$ cat src/rtl/core/hse_pkg.sv
// Shared types, command codes and compare helper for the heap sort engine.
// Used by hse_ctrl, hse_datapath and heap_sort_engine; no dependencies.
package hse_pkg;

	localparam int DATA_W = 32;

	// Datapath operations, one per cycle, issued by the controller
	typedef enum logic [4:0] {
		OP_NONE,
		OP_START,          // latch run size and order, first build index
		OP_BUILD_NODE,     // next build node, read its value
		OP_LD_CUR,         // capture value being sifted
		OP_RD_L,           // read left child
		OP_LD_L,           // capture left child (no right child)
		OP_LD_L_RD_R,      // capture left child, read right child
		OP_LD_R,           // take right child if it outranks the left
		OP_WR_CHILD,       // move winning child up, descend
		OP_WR_CUR,         // drop sifted value into its slot
		OP_EXT_INIT,       // start extraction at full heap size
		OP_RD_TOP,         // read heap root
		OP_LD_TOP_RD_LAST, // capture root, read last heap entry
		OP_EXTRACT,        // park root at end, shrink heap, sift from root
		OP_OUT_INIT,       // rewind output index
		OP_OUT_RD,         // read next sorted entry
		OP_OUT_LOAD        // load output register
	} op_t;

	typedef struct packed {
		op_t  op;
		logic take;        // input request accepted this cycle
	} cmd_t;

	typedef struct packed {
		logic build_done;
		logic extract_done;
		logic l_valid;
		logic r_valid;
		logic child_wins;
		logic out_free;
		logic out_last;
	} stat_t;

	// True if p must sit above q in the heap
	function automatic logic outranks(input logic signed [DATA_W-1:0] p,
			input logic signed [DATA_W-1:0] q, input logic maxheap);
		outranks = maxheap ? (p > q) : (q > p);
	endfunction

endpackage

$ cat src/rtl/core/hse_ram.sv
// Generic single-write, single-read RAM with registered read data.
// No dependencies.
module hse_ram #(
	parameter int WIDTH = 32,
	parameter int DEPTH = 64
) (
	input  logic                     clk,
	input  logic                     we,
	input  logic [$clog2(DEPTH)-1:0] waddr,
	input  logic [WIDTH-1:0]         wdata,
	input  logic                     re,
	input  logic [$clog2(DEPTH)-1:0] raddr,
	output logic [WIDTH-1:0]         rdata
);

	logic [WIDTH-1:0] mem [DEPTH];

	always_ff @(posedge clk) begin
		if (we) begin
			mem[waddr] <= wdata;
		end
		if (re) begin
			rdata <= mem[raddr];
		end
	end

endmodule

$ cat src/rtl/core/hse_datapath.sv
// Heap sort datapath: element store, index registers, compare and output register.
// Depends on hse_pkg and hse_ram; driven by hse_ctrl commands.
module hse_datapath #(
	parameter int MAX_ELEMENTS = 64
) (
	input  logic                              clk,
	input  logic                              arst_n,
	input  hse_pkg::cmd_t                     cmd,
	output hse_pkg::stat_t                    stat,
	input  logic                              sort_ascending,
	input  logic signed [hse_pkg::DATA_W-1:0] in_value,
	output logic                              out_valid,
	input  logic                              out_ready,
	output logic signed [hse_pkg::DATA_W-1:0] out_value,
	output logic                              out_last,
	output logic                              out_ovf
);
	import hse_pkg::*;

	localparam int AW = $clog2(MAX_ELEMENTS);
	localparam int CW = $clog2(MAX_ELEMENTS + 1);
	localparam int XW = AW + 2;

	logic [CW-1:0] cnt_q, n_q, i_q, hs_q;
	logic          ovf_q, maxh_q;
	logic [AW-1:0] node_q, child_q, k_q;
	logic signed [DATA_W-1:0] cur_q, lv_q;

	logic [XW-1:0] l_x, r_x;
	logic [AW-1:0] l_a, r_a, im1_a;
	logic          room, r_wins;
	logic          we, re;
	logic [AW-1:0] waddr, raddr;
	logic signed [DATA_W-1:0] wdata, rdata;
	logic          out_free, k_last;

	assign l_x   = {1'b0, node_q, 1'b1};
	assign r_x   = l_x + XW'(1);
	assign l_a   = l_x[AW-1:0];
	assign r_a   = r_x[AW-1:0];
	assign im1_a = AW'(i_q - CW'(1));
	assign room  = cnt_q < CW'(MAX_ELEMENTS);
	assign r_wins = outranks(rdata, lv_q, maxh_q);
	assign out_free = !out_valid || out_ready;
	assign k_last   = (CW'(k_q) + CW'(1)) == n_q;

	assign stat.build_done   = (i_q == '0);
	assign stat.extract_done = (i_q <= CW'(1));
	assign stat.l_valid      = l_x < XW'(hs_q);
	assign stat.r_valid      = r_x < XW'(hs_q);
	assign stat.child_wins   = outranks(lv_q, cur_q, maxh_q);
	assign stat.out_free     = out_free;
	assign stat.out_last     = k_last;

	// store port steering
	always_comb begin
		we    = 1'b0;
		waddr = node_q;
		wdata = cur_q;
		re    = 1'b0;
		raddr = k_q;
		if (cmd.take && room) begin
			we    = 1'b1;
			waddr = cnt_q[AW-1:0];
			wdata = in_value;
		end
		case (cmd.op)
			OP_BUILD_NODE: begin
				re    = 1'b1;
				raddr = im1_a;
			end
			OP_RD_L: begin
				re    = 1'b1;
				raddr = l_a;
			end
			OP_LD_L_RD_R: begin
				re    = 1'b1;
				raddr = r_a;
			end
			OP_RD_TOP: begin
				re    = 1'b1;
				raddr = '0;
			end
			OP_LD_TOP_RD_LAST: begin
				re    = 1'b1;
				raddr = im1_a;
			end
			OP_OUT_RD: begin
				re    = 1'b1;
				raddr = k_q;
			end
			OP_WR_CHILD: begin
				we    = 1'b1;
				waddr = node_q;
				wdata = lv_q;
			end
			OP_WR_CUR: begin
				we    = 1'b1;
				waddr = node_q;
				wdata = cur_q;
			end
			OP_EXTRACT: begin
				we    = 1'b1;
				waddr = im1_a;
				wdata = lv_q;
			end
			default: begin
			end
		endcase
	end

	hse_ram #(
		.WIDTH(DATA_W),
		.DEPTH(MAX_ELEMENTS)
	) u_store (
		.clk  (clk),
		.we   (we),
		.waddr(waddr),
		.wdata(wdata),
		.re   (re),
		.raddr(raddr),
		.rdata(rdata)
	);

	// run bookkeeping and output valid
	always_ff @(posedge clk or negedge arst_n) begin
		if (!arst_n) begin
			cnt_q     <= '0;
			ovf_q     <= 1'b0;
			out_valid <= 1'b0;
		end else begin
			if (cmd.take) begin
				if (room) begin
					cnt_q <= cnt_q + CW'(1);
				end else begin
					ovf_q <= 1'b1;
				end
			end
			if (cmd.op == OP_OUT_LOAD) begin
				out_valid <= 1'b1;
				if (k_last) begin
					cnt_q <= '0;
					ovf_q <= 1'b0;
				end
			end else if (out_ready) begin
				out_valid <= 1'b0;
			end
		end
	end

	// sort working registers
	always_ff @(posedge clk) begin
		case (cmd.op)
			OP_START: begin
				n_q    <= cnt_q;
				i_q    <= cnt_q >> 1;
				maxh_q <= sort_ascending;
			end
			OP_BUILD_NODE: begin
				node_q <= im1_a;
				hs_q   <= n_q;
				i_q    <= i_q - CW'(1);
			end
			OP_LD_CUR: cur_q <= rdata;
			OP_LD_L, OP_LD_L_RD_R: begin
				lv_q    <= rdata;
				child_q <= l_a;
			end
			OP_LD_R: begin
				if (r_wins) begin
					lv_q    <= rdata;
					child_q <= r_a;
				end
			end
			OP_WR_CHILD: node_q <= child_q;
			OP_EXT_INIT: i_q <= n_q;
			OP_LD_TOP_RD_LAST: lv_q <= rdata;
			OP_EXTRACT: begin
				cur_q  <= rdata;
				node_q <= '0;
				hs_q   <= i_q - CW'(1);
				i_q    <= i_q - CW'(1);
			end
			OP_OUT_INIT: k_q <= '0;
			OP_OUT_LOAD: begin
				out_value <= rdata;
				out_last  <= k_last;
				out_ovf   <= ovf_q;
				k_q       <= k_q + AW'(1);
			end
			default: begin
			end
		endcase
	end

	a_cnt_bound: assert property (@(posedge clk) disable iff (!arst_n)
		cnt_q <= CW'(MAX_ELEMENTS))
		else $error("element count beyond store depth");

	a_wr_in_range: assert property (@(posedge clk) disable iff (!arst_n)
		we |-> (CW'(waddr) < CW'(MAX_ELEMENTS)))
		else $error("store write outside its depth");

	a_out_in_run: assert property (@(posedge clk) disable iff (!arst_n)
		(cmd.op == OP_OUT_LOAD) |-> (CW'(k_q) < n_q) && out_free)
		else $error("output loaded past the run or over a pending result");

	a_run_not_empty: assert property (@(posedge clk) disable iff (!arst_n)
		(cmd.op == OP_START) |-> (cnt_q != '0))
		else $error("sort started on an empty run");

endmodule

$ cat src/rtl/core/hse_ctrl.sv
// Heap sort controller: load, heap build, extraction and output sequencing.
// Depends on hse_pkg; issues one hse_pkg::cmd_t per cycle to hse_datapath.
module hse_ctrl (
	input  logic           clk,
	input  logic           arst_n,
	input  logic           in_valid,
	input  logic           in_last,
	output logic           in_ready,
	input  hse_pkg::stat_t stat,
	output hse_pkg::cmd_t  cmd
);
	import hse_pkg::*;

	typedef enum logic [13:0] {
		ST_LOAD   = 14'b00000000000001,
		ST_START  = 14'b00000000000010,
		ST_B_CHK  = 14'b00000000000100,
		ST_B_CUR  = 14'b00000000001000,
		ST_S_L    = 14'b00000000010000,
		ST_S_LV   = 14'b00000000100000,
		ST_S_RV   = 14'b00000001000000,
		ST_S_CMP  = 14'b00000010000000,
		ST_E_CHK  = 14'b00000100000000,
		ST_E_TOP  = 14'b00001000000000,
		ST_E_LAST = 14'b00010000000000,
		ST_O_INIT = 14'b00100000000000,
		ST_O_RD   = 14'b01000000000000,
		ST_O_WR   = 14'b10000000000000
	} state_t;

	state_t state_q, state_d;
	logic   ext_q, ext_d;   // sift belongs to extraction phase
	state_t sift_ret;

	assign in_ready = (state_q == ST_LOAD);
	assign sift_ret = ext_q ? ST_E_CHK : ST_B_CHK;

	always_comb begin
		state_d  = state_q;
		ext_d    = ext_q;
		cmd.op   = OP_NONE;
		cmd.take = in_valid && in_ready;
		case (state_q)
			ST_LOAD: begin
				if (in_valid && in_last) begin
					state_d = ST_START;
				end
			end
			ST_START: begin
				cmd.op  = OP_START;
				ext_d   = 1'b0;
				state_d = ST_B_CHK;
			end
			ST_B_CHK: begin
				if (stat.build_done) begin
					cmd.op  = OP_EXT_INIT;
					ext_d   = 1'b1;
					state_d = ST_E_CHK;
				end else begin
					cmd.op  = OP_BUILD_NODE;
					state_d = ST_B_CUR;
				end
			end
			ST_B_CUR: begin
				cmd.op  = OP_LD_CUR;
				state_d = ST_S_L;
			end
			ST_S_L: begin
				if (stat.l_valid) begin
					cmd.op  = OP_RD_L;
					state_d = ST_S_LV;
				end else begin
					cmd.op  = OP_WR_CUR;
					state_d = sift_ret;
				end
			end
			ST_S_LV: begin
				if (stat.r_valid) begin
					cmd.op  = OP_LD_L_RD_R;
					state_d = ST_S_RV;
				end else begin
					cmd.op  = OP_LD_L;
					state_d = ST_S_CMP;
				end
			end
			ST_S_RV: begin
				cmd.op  = OP_LD_R;
				state_d = ST_S_CMP;
			end
			ST_S_CMP: begin
				if (stat.child_wins) begin
					cmd.op  = OP_WR_CHILD;
					state_d = ST_S_L;
				end else begin
					cmd.op  = OP_WR_CUR;
					state_d = sift_ret;
				end
			end
			ST_E_CHK: begin
				if (stat.extract_done) begin
					state_d = ST_O_INIT;
				end else begin
					cmd.op  = OP_RD_TOP;
					state_d = ST_E_TOP;
				end
			end
			ST_E_TOP: begin
				cmd.op  = OP_LD_TOP_RD_LAST;
				state_d = ST_E_LAST;
			end
			ST_E_LAST: begin
				cmd.op  = OP_EXTRACT;
				state_d = ST_S_L;
			end
			ST_O_INIT: begin
				cmd.op  = OP_OUT_INIT;
				state_d = ST_O_RD;
			end
			ST_O_RD: begin
				cmd.op  = OP_OUT_RD;
				state_d = ST_O_WR;
			end
			ST_O_WR: begin
				if (stat.out_free) begin
					cmd.op  = OP_OUT_LOAD;
					state_d = stat.out_last ? ST_LOAD : ST_O_RD;
				end
			end
			default: begin
				state_d = ST_LOAD;
			end
		endcase
	end

	always_ff @(posedge clk or negedge arst_n) begin
		if (!arst_n) begin
			state_q <= ST_LOAD;
			ext_q   <= 1'b0;
		end else begin
			state_q <= state_d;
			ext_q   <= ext_d;
		end
	end

	a_take_only_loading: assert property (@(posedge clk) disable iff (!arst_n)
		cmd.take |-> (state_q == ST_LOAD) && (cmd.op == OP_NONE))
		else $error("input taken while the store is busy");

	a_last_starts_sort: assert property (@(posedge clk) disable iff (!arst_n)
		(cmd.take && in_last) |=> (state_q == ST_START))
		else $error("final item did not start the sort");

	a_out_after_read: assert property (@(posedge clk) disable iff (!arst_n)
		(cmd.op == OP_OUT_LOAD) |-> $past(cmd.op == OP_OUT_RD) || $past(state_q == ST_O_WR))
		else $error("output loaded without a preceding store read");

endmodule

$ cat src/rtl/core/heap_sort_engine.sv
// Heap sort engine top level: stream ports, APB order register, controller and datapath.
// Depends on hse_pkg, hse_ctrl, hse_datapath and hse_ram.
//
// Values stream in on the slave side, one request per cycle, into a store of
// MAX_ELEMENTS 32-bit entries; a request with tlast closes the run. Requests
// past the store's capacity are dropped and every result of that run then has
// tuser[0] (overflowed) set; the final request of a run still starts the sort
// even when it is dropped. The run is heap-sorted in place, ascending
// (max-heap) when the sort_ascending register is 1 and descending (min-heap)
// when it is 0; the register value seen at the start of the sort applies.
// Results leave on the master side in order, the final one with tlast.
// The store has a single read port with registered data, which sets the sort
// cost: each sift-down level reads the left child, reads the right child,
// compares, and moves the winning child up, and each sift ends with one
// write; each build node reads and captures the node's value, and each
// extraction reads the root, captures it while reading the last heap entry
// and parks it at the end. Each result is read from the store and then loaded
// into the output register, waiting while the master side stalls. The slave
// side takes no request from the final request of a run until the last result
// has been loaded into the output register; that result may still be waiting
// when loading resumes. The store needs no clearing after reset: only entries
// written in the current run are read.
module heap_sort_engine #(
	parameter int MAX_ELEMENTS = 64
) (
	input  logic        clk,
	input  logic        arst_n,
	// slave stream: tdata[31:0] = value; tlast = last
	input  logic        s_tvalid,
	output logic        s_tready,
	input  logic [31:0] s_tdata,
	input  logic        s_tlast,
	// master stream: tdata[31:0] = sorted_value; tlast = last_out
	output logic        m_tvalid,
	input  logic        m_tready,
	output logic [31:0] m_tdata,
	output logic        m_tlast,
	// tuser[0] = overflowed
	output logic [0:0]  m_tuser,
	// APB configuration port, register 0 (sort_ascending) at byte address 0
	input  logic        psel,
	input  logic        penable,
	input  logic        pwrite,
	input  logic [2:0]  paddr,
	input  logic [31:0] pwdata,
	output logic [31:0] prdata,
	output logic        pready
);
	import hse_pkg::*;

	logic  sort_ascending_q;
	cmd_t  cmd;
	stat_t stat;
	logic signed [DATA_W-1:0] out_value;
	logic  out_ovf;

	// Order register: word select on paddr[2], only bit 0 is kept
	assign pready = 1'b1;
	assign prdata = paddr[2] ? 32'd0 : {31'd0, sort_ascending_q};

	always_ff @(posedge clk or negedge arst_n) begin
		if (!arst_n) begin
			sort_ascending_q <= 1'b1;
		end else if (psel && penable && pwrite && pready && !paddr[2]) begin
			sort_ascending_q <= pwdata[0];
		end
	end

	hse_ctrl u_ctrl (
		.clk     (clk),
		.arst_n  (arst_n),
		.in_valid(s_tvalid),
		.in_last (s_tlast),
		.in_ready(s_tready),
		.stat    (stat),
		.cmd     (cmd)
	);

	hse_datapath #(
		.MAX_ELEMENTS(MAX_ELEMENTS)
	) u_datapath (
		.clk           (clk),
		.arst_n        (arst_n),
		.cmd           (cmd),
		.stat          (stat),
		.sort_ascending(sort_ascending_q),
		.in_value      ($signed(s_tdata)),
		.out_valid     (m_tvalid),
		.out_ready     (m_tready),
		.out_value     (out_value),
		.out_last      (m_tlast),
		.out_ovf       (out_ovf)
	);

	assign m_tdata    = out_value;
	assign m_tuser[0] = out_ovf;

endmodule

$ cat config.mk
export PLATFORM = sky130hd
export DESIGN_NAME = heap_sort_engine
export DESIGN_NICKNAME = d
export VERILOG_FILES = /design/src/rtl/core/hse_pkg.sv /design/src/rtl/core/hse_ram.sv /design/src/rtl/core/hse_datapath.sv /design/src/rtl/core/hse_ctrl.sv /design/src/rtl/core/heap_sort_engine.sv
export SDC_FILE = /design/constraint.sdc
export NUM_CORES = 2
export LEC_CHECK = 0
export ABC_CLOCK_PERIOD_IN_PS = 11700
export BUFFER_PORTS_ARGS = -buffer_cell sky130_fd_sc_hd__buf_2
export CORE_MARGIN = 10
export CORE_UTILIZATION = 50
export CTS_CLUSTER_DIAMETER = 30
export CTS_CLUSTER_SIZE = 10
export DETAILED_ROUTE_END_ITERATION = 8
export GPL_TIMING_DRIVEN = 1
export PLACE_DENSITY = 0.73
export SYNTH_ARGS = -nofsm -noshare
export SYNTH_HDL_FRONTEND = slang
export SYNTH_HIERARCHICAL = 1
export SYNTH_SLANG_ARGS = --single-unit
$ cat constraint.sdc
create_clock -name clk -period 11.7 [get_ports clk]
set_input_delay 1.17 -clock clk [delete_from_list [all_inputs] [get_ports clk]]
set_output_delay 1.17 -clock clk [all_outputs]
set_load 0.1 [all_outputs]
==> key figures <==
Status
  • Status: finished with violations
  • Failing checks: max-capacitance violations, max-slew violations

Clocking
  • CTS tree: built
  • CTS buffer count: 375
  • Resized cells post-CTS: 0
  • Reg clk slew, reported paths: 50 ps
  • CTS Buffer Depth: 4
  • Post-CTS Setup Bufs: 0
  • Htree depth: 5
  • Clk root buf: clkbuf_16
  • CTS Hold Bufs: 0
  • # clock sinks: 2243
  • Worst-skew pair later-pin latency: 940 ps

Timing
  • Slew Limit Headroom: -2.91%
  • Fin crit period: 8100 ps
  • Unrepaired setup endpoints after global routing: false
  • Endpoints failing hold: 0
  • Final period utilization: 69.3%
  • Final TNS setup: 0 ps
  • Clk_skew: 50.9 ps
  • Fmax achieved: 123 MHz
  • Max Slew Vio Count: 2
  • Final setup violation count: 0
  • Worst Tran Pin Value: 1540 ps

Flow run
  • Max cap viols: 1

Routing
  • Number of DRC markers in iteration 0: 6440
  • Initial DRT Pass Iterations: 8
  • DRT antenna net count: 0
  • Vias after detailed routing: 45990
  • Via density per instance: 6.40
  • Detailed-route DRC error count: 0
  • Wire length per cell: 32.6 um
  • Final WL: 234000 um

Setup path
  • CP endpoint kind: register
  • CP peak stage delay: 1280 ps
  • Cell mode on critical path: o21a_1
  • Nature of the critical path startpoint: register
  • R2R depth: 20
  • Critical path type: register to register
  • CP max FO: 76
  • CP required: 12220 ps
  • Crit-path slowest cell: o32ai_1
  • Worst path cell trace: ha_1 > ha_1 > o21a_1 > o21a_1 > o21a_1 > o21a_1 > o21a_1 > a311oi_1 > nand2_1 > nor2_1 > nand3b_1 > nand2b_1 > a21o_1 > a22o_4 > buf_12 > mux4_2 > mux2i_1 > nor2_1 > o32ai_1 > nor3_1
  • WP data arrival: 8620 ps

Synthesis
  • Top cell type by total area after synthesis: edfxtp_1
  • Main synth FF type: edfxtp_1
  • Synth top cells by count: 2218 x edfxtp_1, 544 x mux4_2, 190 x nor2_1
  • Library cells used by synthesis: 83
  • Fraction of registers with async set or reset after synthesis: 1.11%
  • Seq/Total Area, Yosys: 75.9%
  • Synth Instances: 4207
  • Post-synth EDFFs: 2218
  • Number of synthesized register bits: 2243
  • Warnings, synthesis: 6
  • Mapped Area: 88600 um2
  • Syn avg cell area: 21.1 um2
  • Count leader, synth: edfxtp_1
  • Synth top area share: 75.2%
  • Synth area leaders: edfxtp_1 75%, mux4_2 14%, ha_1 1.2%, mux2i_1 1.1%, nor2_1 0.81%

Pwr
  • Pwr dens: 226 nW/um2
  • Pleak: 0.0348 uW
  • Worst vdd ir: 0.000176 V

Placed design
  • Final GP Congestion: 0.835
  • Placed cells: 6528
  • HPWL Detailed: 118000 um
  • IO Port Bufs: 78

Global routing
  • Largest net degree at the start of global routing: 109
  • Grt ovf: 0
  • Total Routing Usage GR: 23.9%
  • Initial antenna violation count: 12
  • Most used routing layer: met2
  • Global routing usage on met1: 30.9%
  • Vias in the first global route: 46741
  • GR Util met2: 37.8%
  • First-pass GRT wire length: 334000 um
  • M3 GR Usage: 6.26%

Floorplanning
  • Die Area: 194000 um2
  • Die Wd: 441 um
  • Die Y: 441 um
  • Initial Util: 50.3%
  • Rows: 154
  • Core area: 176000 um2
  • Io pins: 144

Layout
  • Share of cells above drive strength 1: 30.0%
  • Area added between synthesis and finish: 18.0%
  • Nets: 4722
  • Post-layout util: 59.4%
  • Post-Layout Cell Count: 7181
  • # fillers: 11932

Min path
  • Worst min path class: input port to async pin
[cell type report]
cell class | instances | area (um2) | area share [%]
clock inverter | 230 | 2540 | 2.43
tap | 2340 | 2930 | 2.80
clock buffer | 421 | 9770 | 9.34
inverter | 115 | 432 | 0.413
timing repair buffer | 199 | 1410 | 1.35
antenna | 2 | 5.00 | 0.00479
sequential | 2243 | 67200 | 64.3
multi-input combinational | 1631 | 20200 | 19.4
[worst paths after layout]
check,end,startpoint,slack (ps)
setup / recovery,u_datapath/u_store/rdata[20]$_DFFE_PP_,u_datapath/node_q[0]$_DFFE_PP_,3600
hold / removal,u_datapath/out_valid$_DFFE_PN0P_,arst_n,260
setup reg to reg,u_datapath/u_store/rdata[20]$_DFFE_PP_,u_datapath/node_q[0]$_DFFE_PP_,3600
hold reg to reg,u_ctrl/state_q[2]$_DFFE_PN0P_,u_ctrl/ext_q$_DFFE_PN0P_,460
max in group asynchronous,u_datapath/cnt_q[4]$_DFF_PN0_,arst_n,10980
min in group clk,u_ctrl/state_q[2]$_DFFE_PN0P_,u_ctrl/ext_q$_DFFE_PN0P_,460
[worst max-delay path, delay by kind of cell (launching register included)]
| kind | cells | cell delay (ps) |
|---|---|---|
| AO/OA/AOI/OAI | 9 | 3490 |
| adder cells (fa/ha/maj) | 2 | 700 |
| buffers and inverters | 1 | 580 |
| flip-flops | 1 | 500 |
| multiplexers | 2 | 780 |
| AND/OR/NAND/NOR | 6 | 1640 |
[power by group]
group / total (uW) / internal [uW] / switching [uW]
Sequential: 9910 / 9810 / 95.5
Clock: 10700 / 7010 / 3730
Combinational: 2950 / 772 / 2170
Total: 23600 / 17600 / 6000
[routing by layer]
metal | wire length [um] | vias up | part of all wire [%]
met3 | 28900 | 586 | 12
met5 | 57 | - | 0.024
met4 | 12300 | 8 | 5.2
met2 | 112000 | 3223 | 48
li1 | - | 18297 | -
met1 | 80100 | 23876 | 34
[stage by stage]
stage | cell area [um2] | hold WS [ps] | power, uW | setup WS, ps
6_report | 105000 | 261 | 23600 | 3600
5_1_grt | 105000 | 296 | 24200 | 3300
4_1_cts | 105000 | 251 | 23600 | 3760
3_5_place_dp | 92200 | 465 | 12900 | 3760
3_3_place_gp | 92200 | 446 | 12800 | 3670
2_1_floorplan | 88700 | 426 | 11700 | 5350
[placed cells by master, fill, tap and decap left out, types with 29 or more instances in the layout]
master / instances
edfxtp_1: 2218
clkbuf_1: 36
ha_1: 82
a21oi_1: 95
bufinv_16: 47
mux4_2: 544
clkinv_1: 44
nor2_4: 62
inv_1: 83
clkbuf_16: 385
clkinvlp_4: 38
buf_2: 78
buf_4: 112
nor2_1: 127
inv_2: 32
a222oi_1: 32
clkinv_2: 55
o22ai_1: 87
mux2i_1: 96
conb_1: 32
nand2_1: 84
clkinv_4: 29
[flip-flops by register name, indices dropped and copies added (netlist names), 6 cells and up]
register	flops
u_datapath/k_q	6
u_datapath/n_q	7
u_datapath/cnt_q	7
u_datapath/cur_q	32
u_ctrl/state_q	14
u_datapath/u_store/mem	2048
u_datapath/hs_q	7
u_datapath/out_value	32
u_datapath/i_q	7
u_datapath/u_store/rdata	32
u_datapath/child_q	6
u_datapath/lv_q	32
u_datapath/node_q	6
[cells by family after synthesis]
kind of cell               count (synthesis)  synth area share [%]
DFF                                     2243                  75.9
muxes                                    642                  14.9
and+or+nand+nor                          466                  2.65
AOI/OAI and AO/OA                        373                  2.95
buffers and inverters                    363                  2.04
adders and majority gates                 82                  1.16
xor gates and xnor gates                  36                 0.356
other                                      2               0.00848
Power figures use the tool's default switching activity.
